==> src/rbt_pkg.sv <==
// Shared types and constants for the rigid body transform unit.
`timescale 1ns / 1ps
package rbt_pkg;

  // Configuration register indexes
  localparam logic [2:0] CFG_XX = 3'd0;
  localparam logic [2:0] CFG_XY = 3'd1;
  localparam logic [2:0] CFG_XZ = 3'd2;
  localparam logic [2:0] CFG_YY = 3'd3;
  localparam logic [2:0] CFG_YZ = 3'd4;
  localparam logic [2:0] CFG_ZZ = 3'd5;

  localparam logic [1:0] ROW_LAST = 2'd2;

  // queue between front and back
  localparam int QDEPTH = 4;
  localparam int QAW    = $clog2(QDEPTH);

  typedef logic signed [17:0] rot_t;
  typedef rot_t [8:0] rot_mat_t;          // entry r*3+c holds R[r][c]
  typedef logic [5:0][31:0] inertia_t;   // xx, xy, xz, yy, yz, zz

  typedef struct packed {
    rot_mat_t         rot;
    logic [2:0][31:0] pos;              // [0] x, [1] y, [2] z
  } entry_t;

endpackage

==> src/rbt_queue.sv <==
// Small queue of items between front and back.
`timescale 1ns / 1ps
module rbt_queue (
  input  logic                  clk,
  input  logic                  rst,
  input  logic                  push,
  input  rbt_pkg::entry_t       wr_data,
  input  logic                  pop,
  output rbt_pkg::entry_t       rd_data,
  output logic                  not_empty,
  output logic [rbt_pkg::QAW:0] count
);
  import rbt_pkg::*;

  entry_t mem [QDEPTH];
  logic [QAW-1:0] wr_ptr, rd_ptr;

  always_ff @(posedge clk) begin
    if (rst) begin
      wr_ptr <= '0;
      rd_ptr <= '0;
      count  <= '0;
    end else begin
      if (push) wr_ptr <= wr_ptr + 1'b1;
      if (pop)  rd_ptr <= rd_ptr + 1'b1;
      count <= count + (QAW+1)'(push) - (QAW+1)'(pop);
    end
  end

  always_ff @(posedge clk) begin
    if (push) mem[wr_ptr] <= wr_data;
  end

  assign rd_data   = mem[rd_ptr];
  assign not_empty = (count != '0);

endmodule

==> config.mk <==
export PLATFORM = sky130hd
export DESIGN_NAME = rbt_queue
export DESIGN_NICKNAME = d
export VERILOG_FILES = /design/src/rbt_pkg.sv /design/src/rbt_queue.sv
export SDC_FILE = /design/constraint.sdc
export NUM_CORES = 1
export LEC_CHECK = 0
export BUFFER_PORTS_ARGS = -buffer_cell sky130_fd_sc_hd__buf_2
export CORE_MARGIN = 8
export CORE_UTILIZATION = 30
export DETAILED_ROUTE_END_ITERATION = 10
export GPL_ROUTABILITY_DRIVEN = 0
export PLACE_DENSITY_LB_ADDON = 0.2
export SYNTH_ARGS = -nofsm -noshare
export SYNTH_HDL_FRONTEND = slang
export SYNTH_SLANG_ARGS = --single-unit
==> constraint.sdc <==
create_clock -name clk -period 6.3 [get_ports clk]
set_input_delay 0 -clock clk [delete_from_list [all_inputs] [get_ports clk]]
set_output_delay 0 -clock clk [all_outputs]
set_load 0.02 [all_outputs]
==> impl_results.md <==
* Peak VDD IR at 0.253 mV
* Via Count at 18522
* Core Rows at 130
* Outcome: completed
* Port Buf Inserts at 523
* Reg power frac at 49.8%
* Pin count of the biggest net entering global routing at 133
* Total grt overflow at 0
* Worst-case reg-to-reg path depth at 3
* Net Sw Frac at 23.2%
* Post-DP Area at 42600 µm²
* Post-DRT Antenna Nets at 0
* Clk sinks at 1041
* Initial antenna violation count at 15
* Vias/cell at 4.48
* Yosys reg bits at 1041
* Critical Path Max Stage Delay at 0.94 ns
* Final max-slew violation count at 0
* Core area at 126000 µm²
* Fmax at 297 MHz
* Number of remaining DRC errors at 0
* Worst-Margin Slew at 1.20 ns
* Internal power at 12.4 mW
* Critical path class: register to output port
* Critical path peak fanout at 95
* Area grow syn2layout at 31.6%
* Post-synth cell types at 21
* Type of origin of the critical path: register
* TritonCTS buffer count at 112
* Hold_sp: wr_data[134]
* Type of the tightest min-delay check: input pin to register
* Worst Path Buf+Inv at 2
* Fin crit share at 53.4%
* Reg2Reg Launch Point: wr_ptr[0]
* Iter 0 DRT Violations at 945
* Clk slew on worst S/H paths at 0.06 ns
* Share of cells above drive strength 1 at 34.4%
* Worst path arrival time at 3.37 ns
* Hold depth at 2
* Die Height at 372 µm
* Max Cap Viol at 0
* CTS root buf: clkbuf_16
* Setup Fix Bufs, Post-CTS at 0
* Ys Warns at 0
* Design Area, Final at 50200 µm²
* Psw at 3.77 mW
* Final count of hold timing violations at 0
* Crit-path leading delay family: flip-flops
* Mapped Area at 38100 µm²
* Nets at 2650
* CTS tree: yes
* Syn nets at 1658
* Cells along the critical path: buf_12 -> mux4_1 -> buf_2
* Crit. End Element: output port
* Max Root-Sink Buffers at 3
* Slew headroom at 20.2%
* WL/cell at 21.5 µm
* Die width at 372 µm
* Hold buffer count at CTS at 398
* RSZ-0062 raised after global routing: false
* Final Skew at 0.0273 ns
* Starting Density at 30.3%
* Clk Latency, worst-skew pair at 0.71 ns
* Cell Pwr Density at 323 nW/µm²
* Global Route Usage Sum at 12.5%
* CP max-delay cell: dfxtp_4
* Post-cts resize count at 0
* Leakage power at 17.1 nW
* Sequential share of the synthesized area at 81.8%
* Final HPWL DP at 52700 µm
* Tmin final at 3.37 ns
* Synth Instances at 1389
* Top-level port count at 524
* DR pass1 iterations at 4
* Synthesized area per cell at 27.4 µm²
* Clock power frac at 39.0%
* Detailed Route WL at 88900 µm
* Vias in the first global route at 20178
* WP data required at 6.30 ns
* H-tree levels at 3
* Final setup fails at 0
* Combinational share of power at 11.2%
* DIE AREA at 139000 µm²
* Crit path depth at 3
* First-pass GRT wire length at 131000 µm
* Total negative slack at 0 ns
[final timing paths]
check	end	slack (ns)
min	mem[2][134]	0.08
max	rd_data[95]	2.93
max reg2reg	mem[3][205]	4.03
min reg2reg	register	0.53
[cell usage after synthesis]
master       n  area share (%)
or3_1        1           0.016
mux4_1     113             7.8
a21oi_1      1           0.013
buf_6       23            0.68
nand3b_1     1           0.020
buf_2       27            0.35
nor2b_1      2           0.033
a21bo_2      1           0.026
buf_8        3            0.12
clkbuf_1     5           0.049
edfxtp_1  1032              81
fa_1         1           0.053
ha_1         6            0.20
nor2_1       5           0.049
xnor2_1      2           0.046
mux2i_1      1           0.026
xor3_1       1           0.062
inv_1        6           0.059
dfxtp_1      9            0.47
mux4_2     145             8.6
and2_1       4           0.066
[cells in the final DEF, fill, tap and decap left out, drive strengths merged, types with 2 or more instances in the layout]
cell type    netlist  routed
clkinv             0      48
bufinv             0       9
inv                6      12
mux4             258     258
dlygate4sd3        0     398
ha                 6       6
xnor2              2       2
buf               53     538
clkbuf             5     140
nor2b              2       2
nor2               5       5
and2               4       4
diode              0      10
dfxtp              9       9
clkinvlp           0       2
edfxtp          1032    1032
[area by class of cell]
type | instances | area, µm²
clock inverters | 65 | 599
diodes | 10 | 25.0
inverters | 6 | 22.5
well taps | 1650 | 2060
multi-input cells | 284 | 6480
repair buffers | 936 | 6850
flip-flops and latches | 1041 | 31200
fillers | 11292 | 75700
clock buffers | 140 | 2960
[through the flow]
stage                     cells  hold WS [ns]  power (mW)  utilization [%]  setup slack [ns]
after floorplan            1389        0.0716        9.21                -              2.16
after global placement     3519         0.208        9.84             33.8              3.57
after detailed placement   3519         0.216        9.87             33.8              3.57
after CTS                  4122      0.000173        16.5             39.8              2.78
after global routing       4128        0.0130        16.8             39.8              2.65
final                      4132        0.0750        16.2             39.9              2.93
[kinds of logic after synthesis]
family,count (synthesis),share of synthesized area (%)
XOR/XNOR,3,0.108
AO/OA/AOI/OAI,2,0.0394
buffers and inverters,64,1.26
multiplexers,259,16.4
AND/OR/NAND/NOR,13,0.184
flip-flops,1041,81.8
adder cells (fa/ha/maj),7,0.249
[power by group through the flow]
| stage | registers [mW] | logic [mW] | clock network [mW] |
|---|---|---|---|
| after floorplan | 8.20 | 1.01 | 0 |
| after global placement | 8.19 | 1.64 | 0 |
| after detailed placement | 8.21 | 1.65 | 0 |
| after CTS | 8.07 | 1.87 | 6.53 |
| after global routing | 8.09 | 1.95 | 6.79 |
| final | 8.06 | 1.82 | 6.32 |
[routing by layer]
| layer | global-route usage [%] | part of all wire [%] | routed length [µm] |
|---|---|---|---|
| met1 | 15.3 | 41 | 36400 |
| met2 | 21.0 | 49 | 43600 |
| met3 | 4.70 | 8.0 | 7100 |
| met4 | 3.15 | 2.0 | 1740 |
| met5 | 0 | 0.076 | 68 |
[sequential cells by signal (all words and copies together) (netlist names), named ones only]
register	cells
rd_ptr	2
count	3
wr_ptr	2
mem	1032
No activity file was read; power rests on OpenSTA's default activity.
